<file path="src/rtl/quadratic_probe_hash_table_unit_macros.svh">
// assertion macros used by the hash table datapath module
// no dependencies; modules that use them must have clk and rst in scope
`ifndef QUADRATIC_PROBE_HASH_TABLE_UNIT_MACROS_SVH
`define QUADRATIC_PROBE_HASH_TABLE_UNIT_MACROS_SVH

// condition that holds at every edge out of reset
`define QPH_ALWAYS(name, cond) \
  name: assert property (@(posedge clk) disable iff (rst) (cond)) \
    else $error("hash table check failed");

// condition that implies another in the next cycle
`define QPH_NEXT(name, cond, result) \
  name: assert property (@(posedge clk) disable iff (rst) (cond) |=> (result)) \
    else $error("hash table sequence check failed");

`endif

</file>
<file path="src/rtl/qph_pkg.sv">
// shared types and codes for the quadratic probe hash table unit
// no dependencies
package qph_pkg;

  localparam logic [1:0] KIND_INSERT = 2'd0;
  localparam logic [1:0] KIND_REMOVE = 2'd1;

  localparam logic [1:0] MARK_EMPTY    = 2'd0;
  localparam logic [1:0] MARK_OCCUPIED = 2'd1;
  localparam logic [1:0] MARK_DELETED  = 2'd2;

  localparam logic [2:0] ST_INSERTED    = 3'd0;
  localparam logic [2:0] ST_DUPLICATE   = 3'd1;
  localparam logic [2:0] ST_PROBE_LIMIT = 3'd2;
  localparam logic [2:0] ST_FULL        = 3'd3;
  localparam logic [2:0] ST_REMOVED     = 3'd4;
  localparam logic [2:0] ST_NOT_FOUND   = 3'd5;
  localparam logic [2:0] ST_FOUND       = 3'd6;

  localparam logic [10:0] SIZE_RESET = 11'd1021;

  typedef enum logic [2:0] {
    S_CLEAR,
    S_IDLE,
    S_DIV,
    S_READ,
    S_CHECK,
    S_DONE
  } state_t;

  typedef struct packed {
    logic load;
    logic clr;
    logic div_step;
    logic rd;
    logic chk;
    logic out_load;
  } cmd_t;

  typedef struct packed {
    logic clr_last;
    logic div_last;
    logic full;
    logic finish;
    logic out_free;
  } sts_t;

endpackage

</file>
<file path="src/rtl/qph_ctrl.sv">
// request sequencer: clearing pass, division, probe walk, result hand-off
// depends on qph_pkg
module qph_ctrl
  import qph_pkg::*;
(
  input  logic   clk,
  input  logic   rst,
  input  logic   s_tvalid,
  output logic   s_tready,
  input  sts_t   sts,
  output cmd_t   cmd
);

  state_t state, state_next;

  always_ff @(posedge clk) begin
    if (rst) begin
      state <= S_CLEAR;
    end else begin
      state <= state_next;
    end
  end

  always_comb begin
    state_next = state;
    cmd        = '0;
    s_tready   = 1'b0;
    unique case (state)
      S_CLEAR: begin
        cmd.clr = 1'b1;
        if (sts.clr_last) begin
          state_next = S_IDLE;
        end
      end
      S_IDLE: begin
        s_tready = 1'b1;
        if (s_tvalid) begin
          cmd.load   = 1'b1;
          state_next = S_DIV;
        end
      end
      S_DIV: begin
        cmd.div_step = 1'b1;
        if (sts.div_last) begin
          state_next = sts.full ? S_DONE : S_READ;
        end
      end
      S_READ: begin
        cmd.rd     = 1'b1;
        state_next = S_CHECK;
      end
      S_CHECK: begin
        cmd.chk    = 1'b1;
        state_next = sts.finish ? S_DONE : S_READ;
      end
      S_DONE: begin
        if (sts.out_free) begin
          cmd.out_load = 1'b1;
          state_next   = S_IDLE;
        end
      end
      default: state_next = S_CLEAR;
    endcase
  end

endmodule

</file>
<file path="config.mk">
export PLATFORM = sky130hd
export DESIGN_NAME = qph_ctrl
export DESIGN_NICKNAME = d
export VERILOG_FILES = /design/src/rtl/quadratic_probe_hash_table_unit_macros.svh /design/src/rtl/qph_pkg.sv /design/src/rtl/qph_ctrl.sv
export SDC_FILE = /design/constraint.sdc
export NUM_CORES = 1
export LEC_CHECK = 0
export ABC_CLOCK_PERIOD_IN_PS = 1800
export BUFFER_PORTS_ARGS = -buffer_cell sky130_fd_sc_hd__buf_2
export CAP_MARGIN = 30
export CORE_AREA = 2 2 39 41
export CTS_BUF_LIST = sky130_fd_sc_hd__clkbuf_2 sky130_fd_sc_hd__clkbuf_4 sky130_fd_sc_hd__clkbuf_8
export DETAILED_ROUTE_END_ITERATION = 7
export DIE_AREA = 0 0 41 43
export REMOVE_ABC_BUFFERS = 1
export SKIP_LAST_GASP = 1
export SYNTH_ARGS = -nofsm -noshare
export SYNTH_HDL_FRONTEND = slang
export SYNTH_SLANG_ARGS = --single-unit
</file>
<file path="constraint.sdc">
create_clock -name clk -period 1.8 [get_ports clk]
set_clock_uncertainty 0.15 [all_clocks]
set_input_delay 0.36 -clock clk [delete_from_list [all_inputs] [get_ports clk]]
set_output_delay 0.36 -clock clk [all_outputs]
set_load 0.01 [all_outputs]
</file>
# Word-level counts from Yosys, hierarchy flattened
# Index checks and enable logic that the tools add are counted.
dict set report word_totals {
  word_cells 28
  in_bits 8
  register_bits 3
  output_inout_bits 7
}
dict set report op_classes {
  n_reduce_logical 2
  mux 16
  n_eq_ne 9
}
# op n
set ops {}
lappend ops {{$mux 3} 6}
lappend ops {{$pmux 3 s6} 1}
lappend ops {{$mux 1} 9}
lappend ops {{$ne 2x2->1 const B} 4}
lappend ops {{$eq 3x2->1 const B} 2}
lappend ops {{$eq 3x3->1 const B} 2}
lappend ops {{$reduce_and 4->1} 1}
lappend ops {{$eq 3x1->1 const B} 1}
lappend ops {{$logic_not 3->1} 1}

# Logic depth before layout (Yosys ltp)
# Gate-level depths: netlist of the first run.
dict set report depth {
  word_depth 3
  depth_mapped 5
  depth_no_buf 4
}

# Worst setup path before layout of the first run
# No wires, ideal clock.
dict set report synth_path {
  path_kind {register -> output}
  start {register state[1]}
  end {output port cmd[0] in the netlist's numbering}
  t_arrival_ns 0.770
  required_ns 1.290
  slack_ns 0.520
  path_stages_with_launch 3
  n_path_buf 0
  cell_sequence {dfxtp_1 -> nor2b_1 -> and3_1}
}
# element line
set synth_lines {}
lappend synth_lines {{start, declared} qph_ctrl.sv:14} ;# state_t state, state_next;
lappend synth_lines {{start signal, assigned} qph_ctrl.sv:20} ;# state <= state_next;
lappend synth_lines {{end, declared} qph_ctrl.sv:11} ;# output cmd_t cmd

==> results of run 1 <==
-- cells in the mapped netlist --
library cell,number,area [µm²]
a21oi_1,2,10.01
a21oi_2,1,8.760
a2bb2oi_1,2,17.52
and3_1,1,6.260
buf_6,2,22.52
dfxtp_1,3,60.06
inv_1,1,3.750
mux2i_1,1,10.01
nand2_1,3,11.26
nand2b_1,2,12.51
nand2b_2,1,8.760
nand3_1,1,5.000
nor2_1,7,26.28
nor2b_1,1,6.260
nor3_1,2,10.01
nor3_2,1,10.01
nor3b_2,1,12.51
nor4_2,1,12.51
o21ai_1,1,5.000
o21bai_1,1,7.510
o2bb2ai_1,1,8.760
-- worst max-delay path by stage --
stage                                from  cells after the start     end
finish              state[1]$_SDFFE_PP0P_                      3  cmd[0]
global route        state[1]$_SDFFE_PP0P_                      3  cmd[0]
CTS                 state[1]$_SDFFE_PP0P_                      3  cmd[0]
detailed placement  state[2]$_SDFFE_PP0P_                      2  cmd[1]
global placement    state[2]$_SDFFE_PP0P_                      2  cmd[1]
floorplan           state[0]$_SDFFE_PP0P_                      2  cmd[0]
-- critical path, cell delays in order, from the launching register on --
cell and delay [ns]:
dfxtp_1 0.50, nor2b_1 0.12, and3_1 0.20, buf_2 0.13
-- layer usage --
metal  vias to the layer above  global-route usage (%)  share of wire [%]
met5                         -                       0                  0
met4                         0                   6.000                  0
met3                         0                   3.141                 11
met2                        10                   10.63                 43
met1                       132                   11.86                 46
li1                        160                       -                  -
-- cells by family after synthesis --
kind of cell	after synthesis	synth area share [%]
flops	3	21.82
buf+inv	3	9.544
compound gates	8	20.91
mux	1	3.637
simple gates	21	44.09
-- where the power goes --
group	switching, mW	internal (mW)	total (mW)	leakage [nW]
Clock	0.0318	0.0979	0.130	0.0184
Combinational	0.0682	0.0577	0.126	0.138
Sequential	0.0123	0.0754	0.0877	0.0251
Total	0.112	0.231	0.343	0.182
-- layout make-up --
| class | instances | area, µm² | share of cell area, % |
|---|---|---|---|
| clock buffer | 4 | 30.03 | 7.869 |
| multi-input combinational | 30 | 188.9 | 49.51 |
| sequential | 3 | 61.31 | 16.07 |
| inverter | 1 | 3.754 | 0.9836 |
| tap | 16 | 20.02 | 5.246 |
| timing repair buffer | 15 | 77.57 | 20.33 |
-- timing repair --
item                       in CTS  in global routing
buffers inserted                0                  0
setup endpoints to repair       0                  1
gates resized for setup         0                  1
-- per-stage QoR --
step                setup WS (ns)  power, mW  util (%)  cells  hold slack [ns]
finish                     0.1134     0.3433     27.58     69           0.1797
floorplan                  0.3674     0.1698         -     34           0.2791
detailed placement         0.3471     0.2161     25.32     65           0.4215
global route              0.03163     0.3696     27.58     69           0.1731
CTS                       0.08085     0.3542     27.49     69           0.1725
global placement           0.3518     0.2149     25.32     65           0.4176
==> results.cfg, run 1 <==
[floorplan]
io-pin-count = 15
core_area_mm2 = 0.001384
fp.dieW_um = 41
die_y_um = 43
core.rowCount = 14
start_util_pct = 19.89
die_area_mm2 = 0.001763

[cells_and_area]
final_common_cell = buf_2
largest_reg_flops = 3
drive_gt1_share_pct = 47.17
regMostFlops = state
top_regs = state: 3 flops
syn2layout_area_growth_pct = 38.64
stdcell_area_um2 = 381.6
fin_nets = 62
diodes = 0
layout.cells.most_common_list = buf_2, nor2_1, clkbuf_4
fillers = 164

[global_route]
antenna_found_initial = 0
grt_pass1_vias = 257
gr-total-overflow = 0
grt_usage_pct = 8.626
grt_max_degree = 13
grt_pass1_wl_mm = 1.014

[clock_tree]
htree_levels = 1
cts.path.max_buffers = 2
path_clk_slew_ns = 0.03
cts_tree = yes
clkLatencyLatePin_ns = 0.23
ctsHoldBuffers = 0
root_buffer = clkbuf_4
clock-sinks = 3
cts_made_buffers = 3

[setup_path]
arrival_ns = 1.18
crit_type = flop to primary output
start_kind = flop
end_kind = primary output
rrSetupSlack_ns = 0.50
crit_fanout = 8
r2r_cells = 4
r2r_start = state[1]$_SDFFE_PP0P_
required_ns = 1.29
r2r_end = state[1]$_SDFFE_PP0P_

[worst_hold_path]
min_to = state[2]$_SDFFE_PP0P_
hold_depth = 2
min_from = rst
hold_path.class = primary input to flop

[timing]
fmax_ghz = 0.5929
rsz0062_at_grt = no
setup_violations = 0
worst_pin_slew_ns = 0.3217
min_period_ns = 1.687
slew_violations = 0
final_hold_viol_count = 0
min_period_over_period_pct = 93.70
relSlewSlack_pct = 78.52
tns_ns = 0

[placement]
place.gp.congestion = 0.7413
port_buffers = 14
dp_hpwl_um = 515.5
placed_cell_area_um2 = 350.3

[detailed_routing]
drt_iter0_markers = 5
via_per_inst = 4.377
wl_per_cell_um = 9.406
ant_nets = 0
drc_errors = 0
vias = 302
routed_wl_um = 649
dr.pass1.iters = 3

[synth]
ys_seq_elements = 3
yosysWarnings = 0
syn_inst = 36
ys_seq_area_share_pct = 21.82
synth.distinct_cells = 21
syn_avg_cell_area_um2 = 7.646
synth_area_um2 = 275.3

[status]
status = completed

[pwr]
power_density_mw_per_mm2 = 899.7
p_leak_nw = 0.1817
irDropWorstVdd_v = 0.0003200

[run]
cap_violations = 0
(Power assumes the default switching activity.)
==> run 2, diff against run 1 <==
- ABC_CLOCK_PERIOD_IN_PS: 1800 -> 1500
- clock period: 1.8 -> 1.5 ns (I/O delays scaled with it)
==> results.cfg, run 2 (synthesis gave the netlist of run 1 again) <==
[setup_path]
required_ns = 1.05
arrival_ns = 1.03
rrSetupSlack_ns = 0.08
r2r_end = state[1]$_SDFFE_PP0P_
path_cells = nor2b_4, and3_4, buf_6
crit_fanout = 8
startpoint = state[1]$_SDFFE_PP0P_
r2r_start = state[0]$_SDFFE_PP0P_
r2r_cells = 6
cpPeakStageDelay_ns = 0.38
crit_type = flop to primary output
slowest_stage = dfxtp_4
end_kind = primary output
start_kind = flop

[placement]
placed_cell_area_um2 = 350.3
place.gp.congestion = 0.7110
port_buffers = 14
dp_hpwl_um = 517
post-place-ws_ns = 0.09285
dp_cells = 65

[worst_hold_path]
hold_depth = 2
hold_path.class = primary input to flop
min_from = rst
min_to = state[1]$_SDFFE_PP0P_

[floorplan]
core.rowCount = 14
die_area_mm2 = 0.001763
fp.dieW_um = 41
die_y_um = 43
core_area_mm2 = 0.001384
start_util_pct = 19.89
io-pin-count = 15

[clock_tree]
htree_levels = 1
cts_made_buffers = 3
clock-sinks = 3
cts.path.max_buffers = 2
root_buffer = clkbuf_4
path_clk_slew_ns = 0.04
cts_tree = yes
ctsHoldBuffers = 0
clkLatencyLatePin_ns = 0.23

[cells_and_area]
drive_gt1_share_pct = 61.02
fillers = 164
layout.cells.most_common_list = buf_2, nor2_1, clkbuf_4, buf_4, nand2_1
top_regs = state: 3 flops
final_util_pct = 33.63
multiInputGateArea_um2 = 215.2
final-seq-area_um2 = 68.82
final_common_cell = buf_2
stdcell_area_um2 = 465.4
largest_reg_flops = 3
stdcell_count = 75
fin_nets = 68
regMostFlops = state
diodes = 0
syn2layout_area_growth_pct = 69.09

[pwr]
p_sw_share_pct = 32.98
p_leak_nw = 0.2161
p_seq_share_pct = 23.9
power.share.clock_pct = 33.9
irDropWorstVdd_v = 0.0003906
combPwrFrac_pct = 42.3
internal_power_uw = 313.2
power_density_mw_per_mm2 = 1004
netSwitchingPower_uw = 154.2

[global_route]
grt_max_degree = 13
grt_pass1_wl_mm = 1.104
grt_pass1_vias = 263
gr-total-overflow = 0
grt_usage_pct = 9.930
antenna_found_initial = 0

[timing]
setup_violations = 0
worst_pin_slew_ns = 0.2496
setup_ws_ns = 0.02247
fmax_ghz = 0.6768
slew_violations = 0
relSlewSlack_pct = 83.22
final_hold_viol_count = 0
min_period_over_period_pct = 98.50
min_period_ns = 1.478
rsz0062_at_grt = yes

[detailed_routing]
vias = 336
routed_wl_um = 785
dr.pass1.iters = 2
wl_per_cell_um = 10.47
drc_errors = 0
via_per_inst = 4.480
drt_iter0_markers = 1
ant_nets = 0

[status]
status = completed

[run]
cap_violations = 0
-- run 2: worst max path at each step --
stage	to	slack (ns)	depth (start not counted)
after floorplan	cmd[0]	0.13	2
after global placement	cmd[3]	0.08	3
after detailed placement	cmd[3]	0.09	3
after CTS	cmd[0]	-0.0002	3
after global routing	cmd[0]	-0.04	3
final	cmd[0]	0.02	3
-- run 2: worst max-delay path: cells and delay by family, from the launching register on --
kind                   cells  cell delay [ns]
flip-flops                 1             0.38
AND/OR/NAND/NOR            2             0.32
buffers and inverters      1             0.09
-- run 2: final cells by class --
| type | instances | share of cell area, % |
|---|---|---|
| inverter | 1 | 0.8065 |
| tap | 16 | 4.301 |
| timing repair buffer | 21 | 27.42 |
| sequential | 3 | 14.78 |
| multi-input combinational | 30 | 46.24 |
| clock buffer | 4 | 6.452 |
-- run 2: power by group through the flow --
stage                     combinational, mW  sequential (mW)  clock [mW]
final                                 0.198            0.112       0.158
after detailed placement              0.153            0.106           0
after CTS                             0.171            0.109       0.167
after global routing                  0.218            0.114       0.185
after floorplan                      0.0899            0.114           0
after global placement                0.154            0.106           0
-- run 2: routing by layer --
layer | routed length, µm | vias to the layer above | track usage, %
li1 | - | 173 | -
met2 | 400 | 10 | 13.13
met3 | 55 | 0 | 3.665
met5 | 0 | - | 0
met4 | 0 | 0 | 10.00
met1 | 329 | 153 | 11.22
-- run 2: timing repair --
| action | in CTS | in global routing |
|---|---|---|
| gates cloned | 0 | 1 |
| setup endpoints to repair | 6 | 6 |
| gates resized for setup | 9 | 4 |
| setup buffers | 1 | 4 |
| pin swaps | 0 | 1 |
-- run 2: metrics by stage --
step	hold WS, ns	TNS, ns	power (mW)
after floorplan	0.2191	0	0.2037
after global placement	0.3531	0	0.2599
after detailed placement	0.3561	0	0.2592
after CTS	0.1012	-0.0001996	0.4479
after global routing	0.09144	-0.1164	0.5170
final	0.1110	0	0.4674
==> run 3, diff against run 2 <==
- ABC_AREA: not set -> 1
==> results.cfg, run 3 <==
[status]
status = complete, but fails checks
violations = setup timing

[detailed_routing]
vias = 341
wl_per_cell_um = 9.159
drc_errors = 0
routed_wl_um = 751
via_per_inst = 4.159
ant_nets = 0
dr.pass1.iters = 2
drt_iter0_markers = 4

[worst_hold_path]
hold_path.class = primary input to flop

[floorplan]
core_area_mm2 = 0.001384
core.rowCount = 14
start_util_pct = 18.63
io-pin-count = 15
fp.dieW_um = 41
die_area_mm2 = 0.001763
die_y_um = 43

[timing]
final_hold_viol_count = 0
worst_pin_slew_ns = 0.2122
min_period_over_period_pct = 100.4
fmax_ghz = 0.6643
min_period_ns = 1.505
rsz0062_at_grt = yes
relSlewSlack_pct = 85.74
setup_violations = 2
tns_ns = -0.006336
holdWs_ns = 0.09163
slew_violations = 0
setup_ws_ns = -0.005408

[synth]
synth_area_leaders = dfxtp_1, nand2_1, inv_1
syn_inst = 44
ys_seq_area_share_pct = 23.30
yosysWarnings = 0
async_reset_ff_share_pct = 0
synth_area_um2 = 257.7
synth_edf_count = 0
ys_seq_elements = 3
syn_avg_cell_area_um2 = 5.858
synth.most_common_cell = nand2_1
synth_top_cell_area_share_pct = 23.30
synth_area_leader_cell = dfxtp_1
ys.flop_type = dfxtp_1
synth.distinct_cells = 15
ys_top_cells_by_count = nand2_1, inv_1, nor2_1

[setup_path]
required_ns = 1.05
r2r_start = state[2]$_SDFFE_PP0P_
slowest_stage = dfxtp_4
path_cells = buf_4, nor3_2, buf_2
end_kind = primary output
start_kind = flop
crit_type = flop to primary output
endpoint = cmd[3]
startpoint = state[2]$_SDFFE_PP0P_
rrSetupSlack_ns = 0.22
r2r_cells = 7
cpPeakStageDelay_ns = 0.35
crit_fanout = 4
r2r_end = state[1]$_SDFFE_PP0P_
arrival_ns = 1.06

[cells_and_area]
fin_nets = 75
drive_gt1_share_pct = 53.03
final_util_pct = 31.46
final_common_cell = buf_2
syn2layout_area_growth_pct = 68.93
largest_reg_flops = 3
top_regs = state: 3 flops
final-seq-area_um2 = 68.82
stdcell_count = 82
regMostFlops = state
fillers = 167
multiInputGateArea_um2 = 175.2
diodes = 0
layout.cells.most_common_list = buf_2, inv_1, nand2_1

[global_route]
grt_pass1_vias = 317
gr-total-overflow = 0
grt_pass1_wl_mm = 1.152
grt_usage_pct = 10.32
grt_max_degree = 8
antenna_found_initial = 0

[placement]
dp_cells = 76
port_buffers = 14
dp_hpwl_um = 570.8
place.gp.congestion = 0.6820

[clock_tree]
clkLatencyLatePin_ns = 0.24
path_clk_slew_ns = 0.04
cts_made_buffers = 3
root_buffer = clkbuf_4
ctsHoldBuffers = 0
cts_tree = yes
clock-sinks = 3
htree_levels = 1
cts.path.max_buffers = 2

[pwr]
p_total_uw = 472.8
power_density_mw_per_mm2 = 1086
irDropWorstVdd_v = 0.0002927
p_leak_nw = 0.2508

[run]
cap_violations = 0
==> run 3: kinds of logic after synthesis <==
| kind of cell | Yosys count | synth area share [%] |
|---|---|---|
| AO/OA/AOI/OAI | 5 | 10.68 |
| AND/OR/NAND/NOR | 25 | 49.99 |
| flip-flops | 3 | 23.30 |
| buffers and inverters | 11 | 16.02 |
==> run 3: worst max-delay path, delay by kind of cell, from the launching register on <==
| family | cells | cell delay [ns] |
|---|---|---|
| flops | 1 | 0.35 |
| simple gates | 1 | 0.16 |
| buf+inv | 2 | 0.31 |
==> run 3: area by class of cell <==
type	instances	area share, %
inverter	11	9.483
sequential	3	15.80
timing repair buffer	18	22.99
tap	16	4.598
clock buffer	4	6.897
multi-input combinational	30	40.23
==> run 3: metal layers <==
layer  part of all wire, %  vias up  GRT usage, %
li1                      -      181             -
met1                    42      145         9.904
met3                   6.3        4         6.283
met2                    49       11         15.00
met5                     0        -             0
met4                   2.9        0         8.000
==> run 3: worst min-delay path by stage <==
stage / startpoint / to / depth (start not counted)
2_1_floorplan: rst / state[1]$_SDFFE_PP0P_ / 1
3_3_place_gp: rst / state[2]$_SDFFE_PP0P_ / 2
3_5_place_dp: rst / state[2]$_SDFFE_PP0P_ / 2
4_1_cts: rst / state[1]$_SDFFE_PP0P_ / 2
5_1_grt: rst / state[1]$_SDFFE_PP0P_ / 2
6_report: rst / state[1]$_SDFFE_PP0P_ / 2
==> run 3: what timing repair did <==
item | CTS | global route
gates resized for setup | 3 | 6
pin swaps | 1 | 3
endpoints found under the setup margin | 6 | 7
buffers inserted | 1 | 1
==> run 3: power by group <==
group	internal (mW)	switching, mW
Combinational	0.0879	0.114
Sequential	0.0941	0.0149
Clock	0.118	0.0438
Total	0.300	0.173
==> run 3: per-stage QoR <==
step                setup WS [ns]  instance area, µm²
floorplan                  0.1024               257.7
global placement           0.1797               362.8
detailed placement         0.1915               362.8
CTS                      -0.03070               405.4
global route             -0.06609               435.4
finish                  -0.005408               435.4
